===== config.mk =====
export PLATFORM = sky130hd
export DESIGN_NAME = rotated_rgb_pixel_writer
export DESIGN_NICKNAME = d
export VERILOG_FILES = /design/src/hw/rtl/rrpw_pkg.sv /design/src/hw/rtl/rrpw_front.sv /design/src/hw/rtl/rrpw_queue.sv /design/src/hw/rtl/rrpw_back.sv /design/src/hw/rtl/rotated_rgb_pixel_writer.sv
export VERILOG_INCLUDE_DIRS = /design/src /design/src/hw/rtl
export SDC_FILE = /design/constraint.sdc
export NUM_CORES = 2
export LEC_CHECK = 0
export BUFFER_PORTS_ARGS = -buffer_cell sky130_fd_sc_hd__buf_2
export CAP_MARGIN = 20
export CELL_PAD_IN_SITES_DETAIL_PLACEMENT = 0
export CELL_PAD_IN_SITES_GLOBAL_PLACEMENT = 2
export CORE_UTILIZATION = 44
export DETAILED_ROUTE_END_ITERATION = 16
export GPL_TIMING_DRIVEN = 0
export HOLD_SLACK_MARGIN = 0.05
export PLACE_DENSITY_LB_ADDON = 0.12
export SYNTH_ARGS = -nofsm -noshare
export SYNTH_HDL_FRONTEND = slang
export SYNTH_SLANG_ARGS = --single-unit

===== constraint.sdc =====
create_clock -name clk_i -period 10.45 [get_ports clk_i]
set_input_delay 0 -clock clk_i [delete_from_list [all_inputs] [get_ports clk_i]]
set_output_delay 0 -clock clk_i [all_outputs]
set_load 0.005 [all_outputs]

===== src/hw/rtl/assert_macros.svh =====
// Assertion macros shared by the RTL files of the pixel writer.
// Define NO_ASSERTIONS to compile every assertion away.
`ifndef ASSERT_MACROS_SVH
`define ASSERT_MACROS_SVH
`ifndef NO_ASSERTIONS
// Checked at every clock edge while reset is released.
`define ASSERT_RST(label, clk, rst_n, prop, msg) \
  label: assert property (@(posedge clk) disable iff (!rst_n) (prop)) else $error(msg);
// Checked at every clock edge, reset included.
`define ASSERT_ALWAYS(label, clk, prop, msg) \
  label: assert property (@(posedge clk) (prop)) else $error(msg);
`else
`define ASSERT_RST(label, clk, rst_n, prop, msg)
`define ASSERT_ALWAYS(label, clk, prop, msg)
`endif
`endif


===== src/hw/rtl/rrpw_pkg.sv =====
// Package of the rotated RGB pixel writer: sizes, codes, the work item type
// and small helper functions. Depends on nothing.
package rrpw_pkg;

  localparam int MAX_SIDE   = 1024;
  localparam int POS_W      = $clog2(MAX_SIDE);
  localparam int SIDE_W     = POS_W + 1;
  localparam int ADDR_W     = 22;
  localparam int ADDR_CALC_W = (POS_W + SIDE_W + 2 > ADDR_W) ? POS_W + SIDE_W + 2 : ADDR_W;
  localparam int CMP_W      = 13;
  localparam int CFG_IDX_W  = 3;
  localparam int CFG_DATA_W = 24;
  // The queue depth must be a power of two so the pointers wrap on their own.
  localparam int QDEPTH     = 4;
  localparam int QPTR_W     = $clog2(QDEPTH);
  localparam int RECIP_W    = 17;
  localparam int RECIP_SHIFT = 16;

  localparam logic [1:0] CMD_FG    = 2'd0;
  localparam logic [1:0] CMD_BLEND = 2'd1;
  localparam logic [1:0] CMD_IMAGE = 2'd2;
  localparam logic [1:0] CMD_BG    = 2'd3;

  localparam logic [CFG_IDX_W-1:0] REG_FG_COLOR = 3'd0;
  localparam logic [CFG_IDX_W-1:0] REG_BG_COLOR = 3'd1;
  localparam logic [CFG_IDX_W-1:0] REG_FRAME_W  = 3'd2;
  localparam logic [CFG_IDX_W-1:0] REG_FRAME_H  = 3'd3;
  localparam logic [CFG_IDX_W-1:0] REG_CLIP_L   = 3'd4;
  localparam logic [CFG_IDX_W-1:0] REG_CLIP_T   = 3'd5;
  localparam logic [CFG_IDX_W-1:0] REG_CLIP_W   = 3'd6;
  localparam logic [CFG_IDX_W-1:0] REG_CLIP_H   = 3'd7;

  typedef struct packed {
    logic [23:0] fg_color;
    logic [23:0] bg_color;
    logic [10:0] frame_w;
    logic [10:0] frame_h;
    logic [9:0]  clip_l;
    logic [9:0]  clip_t;
    logic [10:0] clip_w;
    logic [10:0] clip_h;
  } rrpw_cfg_t;

  // One kept pixel on its way from the front to the back. Channel 2 is red,
  // 1 green, 0 blue. Every command is expressed as a blend.
  typedef struct packed {
    logic [POS_W-1:0] row;
    logic [POS_W-1:0] col;
    logic [2:0][7:0]  fg;
    logic [2:0][7:0]  bg;
    logic [7:0]       alpha;
    logic [3:0]       depth;
  } rrpw_item_t;

  function automatic logic [SIDE_W-1:0] rrpw_clamp_side(input logic [10:0] s);
    rrpw_clamp_side = (int'(s) > MAX_SIDE) ? SIDE_W'(MAX_SIDE) : SIDE_W'(s);
  endfunction

  // Largest alpha for a depth that is already clamped to 1..8.
  function automatic logic [7:0] rrpw_alpha_max(input logic [3:0] depth);
    rrpw_alpha_max = 8'((9'd1 << depth) - 9'd1);
  endfunction

  // floor(2^16 / (2^depth - 1)); the quotient estimate is at most one low.
  function automatic logic [RECIP_W-1:0] rrpw_recip(input logic [3:0] depth);
    logic [RECIP_W-1:0] r;
    unique case (depth)
      4'd1:    r = 17'd65536;
      4'd2:    r = 17'd21845;
      4'd3:    r = 17'd9362;
      4'd4:    r = 17'd4369;
      4'd5:    r = 17'd2114;
      4'd6:    r = 17'd1040;
      4'd7:    r = 17'd516;
      4'd8:    r = 17'd257;
      default: r = 17'd65536;
    endcase
    rrpw_recip = r;
  endfunction

endpackage


===== src/hw/rtl/rrpw_front.sv =====
// Front of the pixel writer: frame and clip tests, rotation, alpha setup.
// Depends on rrpw_pkg.
module rrpw_front (
  input  rrpw_pkg::rrpw_cfg_t  cfg_i,
  input  logic [1:0]           command_i,
  input  logic signed [11:0]   x_coord_i,
  input  logic signed [11:0]   y_coord_i,
  input  logic [7:0]           alpha_i,
  input  logic [3:0]           alpha_depth_i,
  input  logic [7:0]           red_in_i,
  input  logic [7:0]           green_in_i,
  input  logic [7:0]           blue_in_i,
  output logic                 keep_o,
  output rrpw_pkg::rrpw_item_t item_o
);
  import rrpw_pkg::*;

  logic [SIDE_W-1:0] w, h;
  logic [CMP_W-1:0]  xc, yc, wc, hc;
  logic              in_frame, in_clip;
  logic [3:0]        depth;
  logic [7:0]        amax, asat;

  assign w  = rrpw_clamp_side(cfg_i.frame_w);
  assign h  = rrpw_clamp_side(cfg_i.frame_h);
  assign xc = CMP_W'(unsigned'(x_coord_i[10:0]));
  assign yc = CMP_W'(unsigned'(y_coord_i[10:0]));
  assign wc = CMP_W'(w);
  assign hc = CMP_W'(h);

  assign in_frame = !x_coord_i[11] && !y_coord_i[11] && (xc < wc) && (yc < hc);
  assign in_clip  = (xc >= CMP_W'(cfg_i.clip_l)) &&
                    (xc < CMP_W'(cfg_i.clip_l) + CMP_W'(cfg_i.clip_w)) &&
                    (yc >= CMP_W'(cfg_i.clip_t)) &&
                    (yc < CMP_W'(cfg_i.clip_t) + CMP_W'(cfg_i.clip_h));
  assign keep_o = in_frame && ((command_i == CMD_BG) || in_clip);

  always_comb begin
    if (alpha_depth_i == 4'd0) begin
      depth = 4'd1;
    end else if (alpha_depth_i > 4'd8) begin
      depth = 4'd8;
    end else begin
      depth = alpha_depth_i;
    end
  end

  assign amax = rrpw_alpha_max(depth);
  assign asat = (alpha_i > amax) ? amax : alpha_i;

  // Plain colors go through the blender as color * 1 / 1, which is exact.
  always_comb begin
    item_o.row   = POS_W'(hc - yc - CMP_W'(1));
    item_o.col   = POS_W'(wc - xc - CMP_W'(1));
    item_o.bg    = '0;
    item_o.alpha = 8'd1;
    item_o.depth = 4'd1;
    unique case (command_i)
      CMD_FG: begin
        item_o.fg = cfg_i.fg_color;
      end
      CMD_BLEND: begin
        item_o.fg    = cfg_i.fg_color;
        item_o.bg    = cfg_i.bg_color;
        item_o.alpha = asat;
        item_o.depth = depth;
      end
      CMD_IMAGE: begin
        item_o.fg = {red_in_i, green_in_i, blue_in_i};
      end
      CMD_BG: begin
        item_o.fg = cfg_i.bg_color;
      end
      default: begin
        item_o.fg = cfg_i.fg_color;
      end
    endcase
  end

endmodule


===== src/hw/rtl/rrpw_queue.sv =====
// Short register queue that decouples the front from the back.
// Depends on rrpw_pkg.
module rrpw_queue (
  input  logic                 clk_i,
  input  logic                 rst_ni,
  input  logic                 push_i,
  input  rrpw_pkg::rrpw_item_t item_i,
  output logic                 full_o,
  input  logic                 pop_i,
  output logic                 valid_o,
  output rrpw_pkg::rrpw_item_t item_o
);
  import rrpw_pkg::*;

  rrpw_item_t        mem_q [QDEPTH];
  logic [QPTR_W-1:0] wr_ptr_q, wr_ptr_d, rd_ptr_q, rd_ptr_d;
  logic [QPTR_W:0]   count_q, count_d;

  assign full_o  = (count_q == (QPTR_W+1)'(QDEPTH));
  assign valid_o = (count_q != '0);
  assign item_o  = mem_q[rd_ptr_q];

  always_comb begin
    wr_ptr_d = push_i ? wr_ptr_q + QPTR_W'(1) : wr_ptr_q;
    rd_ptr_d = pop_i  ? rd_ptr_q + QPTR_W'(1) : rd_ptr_q;
    count_d  = count_q + (QPTR_W+1)'(push_i) - (QPTR_W+1)'(pop_i);
  end

  always_ff @(posedge clk_i or negedge rst_ni) begin
    if (!rst_ni) begin
      wr_ptr_q <= '0;
      rd_ptr_q <= '0;
      count_q  <= '0;
    end else begin
      wr_ptr_q <= wr_ptr_d;
      rd_ptr_q <= rd_ptr_d;
      count_q  <= count_d;
    end
  end

  always_ff @(posedge clk_i) begin
    if (push_i) begin
      mem_q[wr_ptr_q] <= item_i;
    end
  end

endmodule


===== src/hw/rtl/rrpw_back.sv =====
// Back of the pixel writer: four-stage pipeline for address and blend.
// Depends on rrpw_pkg.
module rrpw_back (
  input  logic                   clk_i,
  input  logic                   rst_ni,
  input  logic [10:0]            frame_w_i,
  input  logic                   q_valid_i,
  input  rrpw_pkg::rrpw_item_t   q_item_i,
  output logic                   q_pop_o,
  output logic                   out_valid_o,
  input  logic                   out_ready_i,
  output logic [21:0]            pixel_address_o,
  output logic [7:0]             red_out_o,
  output logic [7:0]             green_out_o,
  output logic [7:0]             blue_out_o
);
  import rrpw_pkg::*;

  logic                   en;
  logic [SIDE_W-1:0]      w;
  logic                   v1_q, v2_q, v3_q, v4_q;

  // Stage 1: products.
  logic [2:0][15:0]       fa1_q, bm1_q;
  logic [ADDR_CALC_W-1:0] rw1_q;
  logic [POS_W-1:0]       col1_q;
  logic [3:0]             d1_q;
  // Stage 2: numerators and pixel index.
  logic [2:0][15:0]       n2_q;
  logic [ADDR_CALC_W-1:0] pa2_q;
  logic [3:0]             d2_q;
  logic [2:0][15:0]       n2_d;
  // Stage 3: quotient estimates and byte address.
  logic [2:0][15:0]       n3_q;
  logic [2:0][7:0]        qe3_q, qe3_d;
  logic [ADDR_W-1:0]      addr3_q;
  logic [3:0]             d3_q;
  logic [2:0][7:0]        q4_d;
  logic [7:0]             amax1, amax3;

  assign w       = rrpw_clamp_side(frame_w_i);
  assign en      = !v4_q || out_ready_i;
  assign q_pop_o = en && q_valid_i;
  assign amax1   = rrpw_alpha_max(q_item_i.depth);
  assign amax3   = rrpw_alpha_max(d3_q);

  always_comb begin
    for (int c = 0; c < 3; c++) begin
      n2_d[c] = fa1_q[c] + bm1_q[c];
    end
  end

  always_comb begin
    logic [RECIP_W+15:0] prod;
    logic [RECIP_W-1:0]  r;
    r = rrpw_recip(d2_q);
    for (int c = 0; c < 3; c++) begin
      prod     = (RECIP_W+16)'(n2_q[c]) * (RECIP_W+16)'(r);
      qe3_d[c] = prod[RECIP_SHIFT+7:RECIP_SHIFT];
    end
  end

  // The estimate is exact or one low; a single compare fixes it.
  always_comb begin
    logic [15:0] qm, rem;
    for (int c = 0; c < 3; c++) begin
      qm      = (16'(qe3_q[c]) << d3_q) - 16'(qe3_q[c]);
      rem     = n3_q[c] - qm;
      q4_d[c] = (rem >= 16'(amax3)) ? qe3_q[c] + 8'd1 : qe3_q[c];
    end
  end

  always_ff @(posedge clk_i or negedge rst_ni) begin
    if (!rst_ni) begin
      v1_q <= 1'b0;
      v2_q <= 1'b0;
      v3_q <= 1'b0;
      v4_q <= 1'b0;
    end else if (en) begin
      v1_q <= q_valid_i;
      v2_q <= v1_q;
      v3_q <= v2_q;
      v4_q <= v3_q;
    end
  end

  always_ff @(posedge clk_i) begin
    if (en) begin
      for (int c = 0; c < 3; c++) begin
        fa1_q[c] <= 16'(q_item_i.fg[c]) * 16'(q_item_i.alpha);
        bm1_q[c] <= 16'(q_item_i.bg[c]) * 16'(amax1 - q_item_i.alpha);
      end
      rw1_q   <= ADDR_CALC_W'(q_item_i.row) * ADDR_CALC_W'(w);
      col1_q  <= q_item_i.col;
      d1_q    <= q_item_i.depth;

      n2_q    <= n2_d;
      pa2_q   <= rw1_q + ADDR_CALC_W'(col1_q);
      d2_q    <= d1_q;

      n3_q    <= n2_q;
      qe3_q   <= qe3_d;
      addr3_q <= ADDR_W'((pa2_q << 1) + pa2_q);
      d3_q    <= d2_q;

      pixel_address_o <= addr3_q;
      red_out_o       <= q4_d[2];
      green_out_o     <= q4_d[1];
      blue_out_o      <= q4_d[0];
    end
  end

  assign out_valid_o = v4_q;

endmodule


===== src/hw/rtl/rotated_rgb_pixel_writer.sv =====
// Pixel writer for a 180-degree rotated RGB888 frame, top level.
// Holds the configuration registers; depends on rrpw_pkg, rrpw_front,
// rrpw_queue, rrpw_back and assert_macros.svh.
//
// Usage: pixel writes enter through a queue-like port: an item is taken
// when push is high and full is low. Items outside the frame, or outside
// the clip rectangle for all but the background command, are taken and
// dropped without a result. Each kept item yields one transfer on the
// result side, oldest first: the result is on the ports while empty is low
// and leaves when pop is high.
// A kept item passes through the queue and the four back stages to the ports.
// Throughput: one item per cycle while pop is high, set by the four-stage
// back pipeline that holds one pixel in each stage.
// When the receiver stalls, the back pipeline holds and the four-entry queue
// between front and back fills; full rises once it is full.
// Reset clears the queue and the pipeline (empty high, full low) and loads
// the registers with white foreground, black background, a 1024 x 1024
// frame and a full-frame clip rectangle. Write registers only while idle.
`include "assert_macros.svh"

module rotated_rgb_pixel_writer (
  input  logic                                 clk_i,
  input  logic                                 rst_ni,
  input  logic                                 cfg_we_i,
  input  logic [rrpw_pkg::CFG_IDX_W-1:0]       cfg_index_i,
  input  logic [rrpw_pkg::CFG_DATA_W-1:0]      cfg_data_i,
  input  logic                                 push,
  output logic                                 full,
  input  logic [1:0]                           command_i,
  input  logic signed [11:0]                   x_coord_i,
  input  logic signed [11:0]                   y_coord_i,
  input  logic [7:0]                           alpha_i,
  input  logic [3:0]                           alpha_depth_i,
  input  logic [7:0]                           red_in_i,
  input  logic [7:0]                           green_in_i,
  input  logic [7:0]                           blue_in_i,
  output logic                                 empty,
  input  logic                                 pop,
  output logic [21:0]                          pixel_address_o,
  output logic [7:0]                           red_out_o,
  output logic [7:0]                           green_out_o,
  output logic [7:0]                           blue_out_o
);
  import rrpw_pkg::*;

  rrpw_cfg_t  cfg_q;
  rrpw_item_t front_item, q_item;
  logic       keep, q_push, q_full, q_valid, q_pop, out_valid;

  always_ff @(posedge clk_i or negedge rst_ni) begin
    if (!rst_ni) begin
      cfg_q.fg_color <= 24'hFFFFFF;
      cfg_q.bg_color <= 24'h000000;
      cfg_q.frame_w  <= 11'd1024;
      cfg_q.frame_h  <= 11'd1024;
      cfg_q.clip_l   <= 10'd0;
      cfg_q.clip_t   <= 10'd0;
      cfg_q.clip_w   <= 11'd1024;
      cfg_q.clip_h   <= 11'd1024;
    end else if (cfg_we_i) begin
      unique case (cfg_index_i)
        REG_FG_COLOR: cfg_q.fg_color <= cfg_data_i;
        REG_BG_COLOR: cfg_q.bg_color <= cfg_data_i;
        REG_FRAME_W:  cfg_q.frame_w  <= cfg_data_i[10:0];
        REG_FRAME_H:  cfg_q.frame_h  <= cfg_data_i[10:0];
        REG_CLIP_L:   cfg_q.clip_l   <= cfg_data_i[9:0];
        REG_CLIP_T:   cfg_q.clip_t   <= cfg_data_i[9:0];
        REG_CLIP_W:   cfg_q.clip_w   <= cfg_data_i[10:0];
        REG_CLIP_H:   cfg_q.clip_h   <= cfg_data_i[10:0];
        default: begin
        end
      endcase
    end
  end

  rrpw_front u_front (
    .cfg_i         (cfg_q),
    .command_i     (command_i),
    .x_coord_i     (x_coord_i),
    .y_coord_i     (y_coord_i),
    .alpha_i       (alpha_i),
    .alpha_depth_i (alpha_depth_i),
    .red_in_i      (red_in_i),
    .green_in_i    (green_in_i),
    .blue_in_i     (blue_in_i),
    .keep_o        (keep),
    .item_o        (front_item)
  );

  assign full   = q_full;
  assign q_push = push && !q_full && keep;

  rrpw_queue u_queue (
    .clk_i   (clk_i),
    .rst_ni  (rst_ni),
    .push_i  (q_push),
    .item_i  (front_item),
    .full_o  (q_full),
    .pop_i   (q_pop),
    .valid_o (q_valid),
    .item_o  (q_item)
  );

  rrpw_back u_back (
    .clk_i           (clk_i),
    .rst_ni          (rst_ni),
    .frame_w_i       (cfg_q.frame_w),
    .q_valid_i       (q_valid),
    .q_item_i        (q_item),
    .q_pop_o         (q_pop),
    .out_valid_o     (out_valid),
    .out_ready_i     (pop),
    .pixel_address_o (pixel_address_o),
    .red_out_o       (red_out_o),
    .green_out_o     (green_out_o),
    .blue_out_o      (blue_out_o)
  );

  assign empty = !out_valid;

  // The back only takes items that the queue really holds.
  `ASSERT_RST(a_pop_needs_item, clk_i, rst_ni, q_pop |-> q_valid, "back popped an empty queue")
  // Only an accepted input item can be written into the queue.
  `ASSERT_RST(a_push_from_accept, clk_i, rst_ni, q_push |-> (push && !full && keep), "queue written without an accepted item")
  // Reset leaves no stale result on the output side.
  `ASSERT_ALWAYS(a_reset_empty, clk_i, !rst_ni |-> empty, "result present during reset")

endmodule


==> out/metrics.cfg <==
[status]
status = complete, no violations

[layout]
fin_nets = 9063
instances_no_fill = 9660
most-common-layout-cells = 1245 x inv_1, 806 x ha_1, 786 x fa_1, 669 x edfxtp_1, 573 x nand2_1
fill_cells = 15523
layout_commonest_cell = inv_1
drive_gt1_frac = 0.08021
synthToLayoutAreaGrowth_pct = 10.56

[setup_path]
critPathMaxStageDelay_ns = 0.77
startpoint_type = flop
slowest_stage = xnor2_1
end_kind = flop
path_class = flop to flop
worstPathRequired_ns = 10.88
reg2reg_slack_ns = 0.68
path_max_fanout = 10
arrival_ns = 10.19

[global_routing]
grt_usage = 0.2366
grt_start_max_net_pins = 137
antenna_found_initial = 3
grt-ovfl-total = 0
first_global_vias = 51504
grt_pass1_wl_mm = 309.5

[placed_design]
placed_cells = 9371
io_buffers = 136
gp_congestion = 0.9216
hpwl_mm = 162.4

[cts]
path_clk_slew_ns = 0.06
insertion_delay_ns = 0.74
cts_sinks = 804
cts_resized = 0
clockBufferDepth = 3
cts_root_buffer = clkbuf_16
htreeDepth = 3
cts_tree = done
numCtsBuffers = 92

[logic_synthesis]
synthCells = 7017
synth.distinct_cells = 83
syn_area_sq_mm = 0.07481
ys_seq_elements = 804
syn_area_per_cell_sq_um = 10.66
yosysWarnings = 0
synth_edf_count = 669
async_flop_share = 0.1530
yosysSeqAreaShare = 0.3134
yosys_most_used_dff = edfxtp_1

[timing]
hold_viol_final = 0
worst_pin_slew_ns = 1.189
skew_ns = 0.05301
fmax_ghz = 0.1024
rsz0062_at_grt = no
maxSlewHeadroom = 0.2073
period_share = 0.9346
finalCriticalPeriod_ns = 9.766
setup_viol = 0
maxSlewViolCount = 0

[floorplanning]
num_io_pins = 142
die_h_um = 414.3
rows = 150
fp.coreArea_sq_mm = 0.1680
dieArea_sq_mm = 0.1717
chipWidth_um = 414.3
start_util = 0.4454

[drt]
vias_per_cell = 5.094
firstDrtPassIters = 7
dr_total_vias = 49208
wirelength_mm = 200.1
drc = 0
drtIter0Drc = 2403
wl_per_cell_um = 20.71
postRouteAntennaNets = 0

[worst_hold_path]
hp-class = primary input to flop

[flow_run]
cap_violations = 0

## critical path, delay by kind of cell, from the launching register on
family | cells | cell delay [ns]
compound gates | 9 | 1.79
fa+ha+maj | 6 | 2.63
simple gates | 3 | 0.42
buf+inv | 8 | 2.65
mux | 1 | 0.54
flops | 1 | 0.40
xor+xnor | 2 | 0.98
## layout make-up
class,count,area [sq um],area share
Buffer,208,817.0,0.009878
Clock buffer,118,2410,0.02914
Multi-Input combinational cell,4757,45890,0.5549
Inverter,1249,4696,0.05677
Timing Repair Buffer,265,2067,0.02499
Antenna cell,1,2.502,0.00003025
Tap cell,2204,2758,0.03334
Sequential cell,804,23440,0.2834
Clock inverter,54,626.9,0.007579
## per-layer routing
metal,share of wire,routed length (um),global-route usage,up-vias
li1,-,-,-,23669
met1,0.44,87970,0.3054,24475
met2,0.50,99270,0.4149,814
met3,0.029,5748,0.02433,250
met4,0.036,7114,0.07674,0
met5,0,0,0,-
## kinds of logic (layout without fill, tap and decap cells)
group	count (synthesis)	after routing	share of synthesized area
AO/OA/AOI/OAI	718	718	0.06068
XOR/XNOR	357	357	0.04190
adder cells (fa/ha/maj)	1592	1592	0.3451
buffers and inverters	1457	1894	0.07359
flip-flops	804	804	0.3134
multiplexers	272	272	0.04785
other	1	3	0.00005013
AND/OR/NAND/NOR	1816	1816	0.1175
## synthesized netlist by cell type (14+ instances only)
library cell / instances / area [sq um]
dfstp_2: 28 / 735.7
o211ai_1: 14 / 105.1
and2_1: 445 / 2784
fa_1: 786 / 15740
nand2b_1: 49 / 306.5
nand3_1: 71 / 355.3
nor3_1: 54 / 270.3
nor2b_1: 55 / 344.1
a31oi_1: 16 / 100.1
o21bai_1: 29 / 217.7
xor2_1: 80 / 700.7
edfxtp_1: 669 / 20090
a21o_1: 63 / 473.0
ha_1: 806 / 10080
o21a_1: 44 / 330.3
clkbuf_1: 178 / 668.1
a21boi_0: 19 / 142.6
nand4_1: 25 / 156.4
mux2i_1: 73 / 730.7
dfrtp_1: 95 / 2377
or2_2: 45 / 281.5
inv_1: 1246 / 4677
and3_1: 36 / 225.2
a211oi_1: 16 / 120.1
o21ai_1: 22 / 110.1
nor2_1: 414 / 1554
a21oi_1: 226 / 1131
mux4_2: 54 / 1216
nand2_1: 573 / 2151
o21ai_0: 152 / 760.7
xnor2_1: 276 / 2417
mux2_2: 144 / 1622
buf_2: 14 / 70.07
or3_1: 15 / 93.84
## state kept, by name (all words and copies together), names as in the netlist, 8 cells and up, named ones only
register                flops
u_queue.mem_q             320
cfg_q                     112
u_back.bm1_q               48
u_back.fa1_q               48
u_back.n2_q                48
u_back.n3_q                48
u_back.qe3_q               24
u_back.addr3_q             22
u_back.pa2_q               22
u_back.pixel_address_o     22
u_back.rw1_q               21
u_back.col1_q              10
u_back.blue_out_o           8
u_back.green_out_o          8
u_back.red_out_o            8
## final timing paths
kind | start | to | depth (start not counted)
max | u_queue.rd_ptr_q[1]$_DFFE_PN0P_ | u_back.bm1_q[46]$_DFFE_PN_ | 29
min | command_i[0] | u_queue.mem_q[2][36]$_DFFE_PP_ | 3
max reg2reg | u_queue.rd_ptr_q[1]$_DFFE_PN0P_ | u_back.bm1_q[46]$_DFFE_PN_ | 29
min reg2reg | u_back.addr3_q[20]$_DFFE_PN_ | u_back.pixel_address_o[20]$_DFFE_PN_ | 0
max in group asynchronous | rst_ni | cfg_q[63]$_DFFE_PN1P_ | 4
min in group asynchronous | rst_ni | cfg_q[75]$_DFFE_PN0P_ | 4
## stage by stage
| step | hold WS, ns | util | setup TNS [ns] | setup slack [ns] | cell area (sq um) |
|---|---|---|---|---|---|
| final | 0.1149 | 0.4924 | 0 | 0.6838 | 82710 |
| after detailed placement | -0.08733 | 0.4674 | 0 | 0.6178 | 78510 |
| after floorplan | -0.2956 | - | 0 | 2.307 | 74820 |
| after global placement | 0.2481 | 0.4659 | -350.97 | -1.069 | 78250 |
| after global routing | 0.1046 | 0.4924 | 0 | 0.07041 | 82710 |
| after CTS | 0.05020 | 0.4922 | 0 | 0.5771 | 82680 |
## timing repair
action                                  CTS  global route
endpoints found under the setup margin    0             0
hold buffers                            112             0
setup buffers                             0             0
hold endpoints to repair                465             0
Power is not shown: default switching activity piles up to over one toggle a cycle in this logic, so the estimate is an artifact.
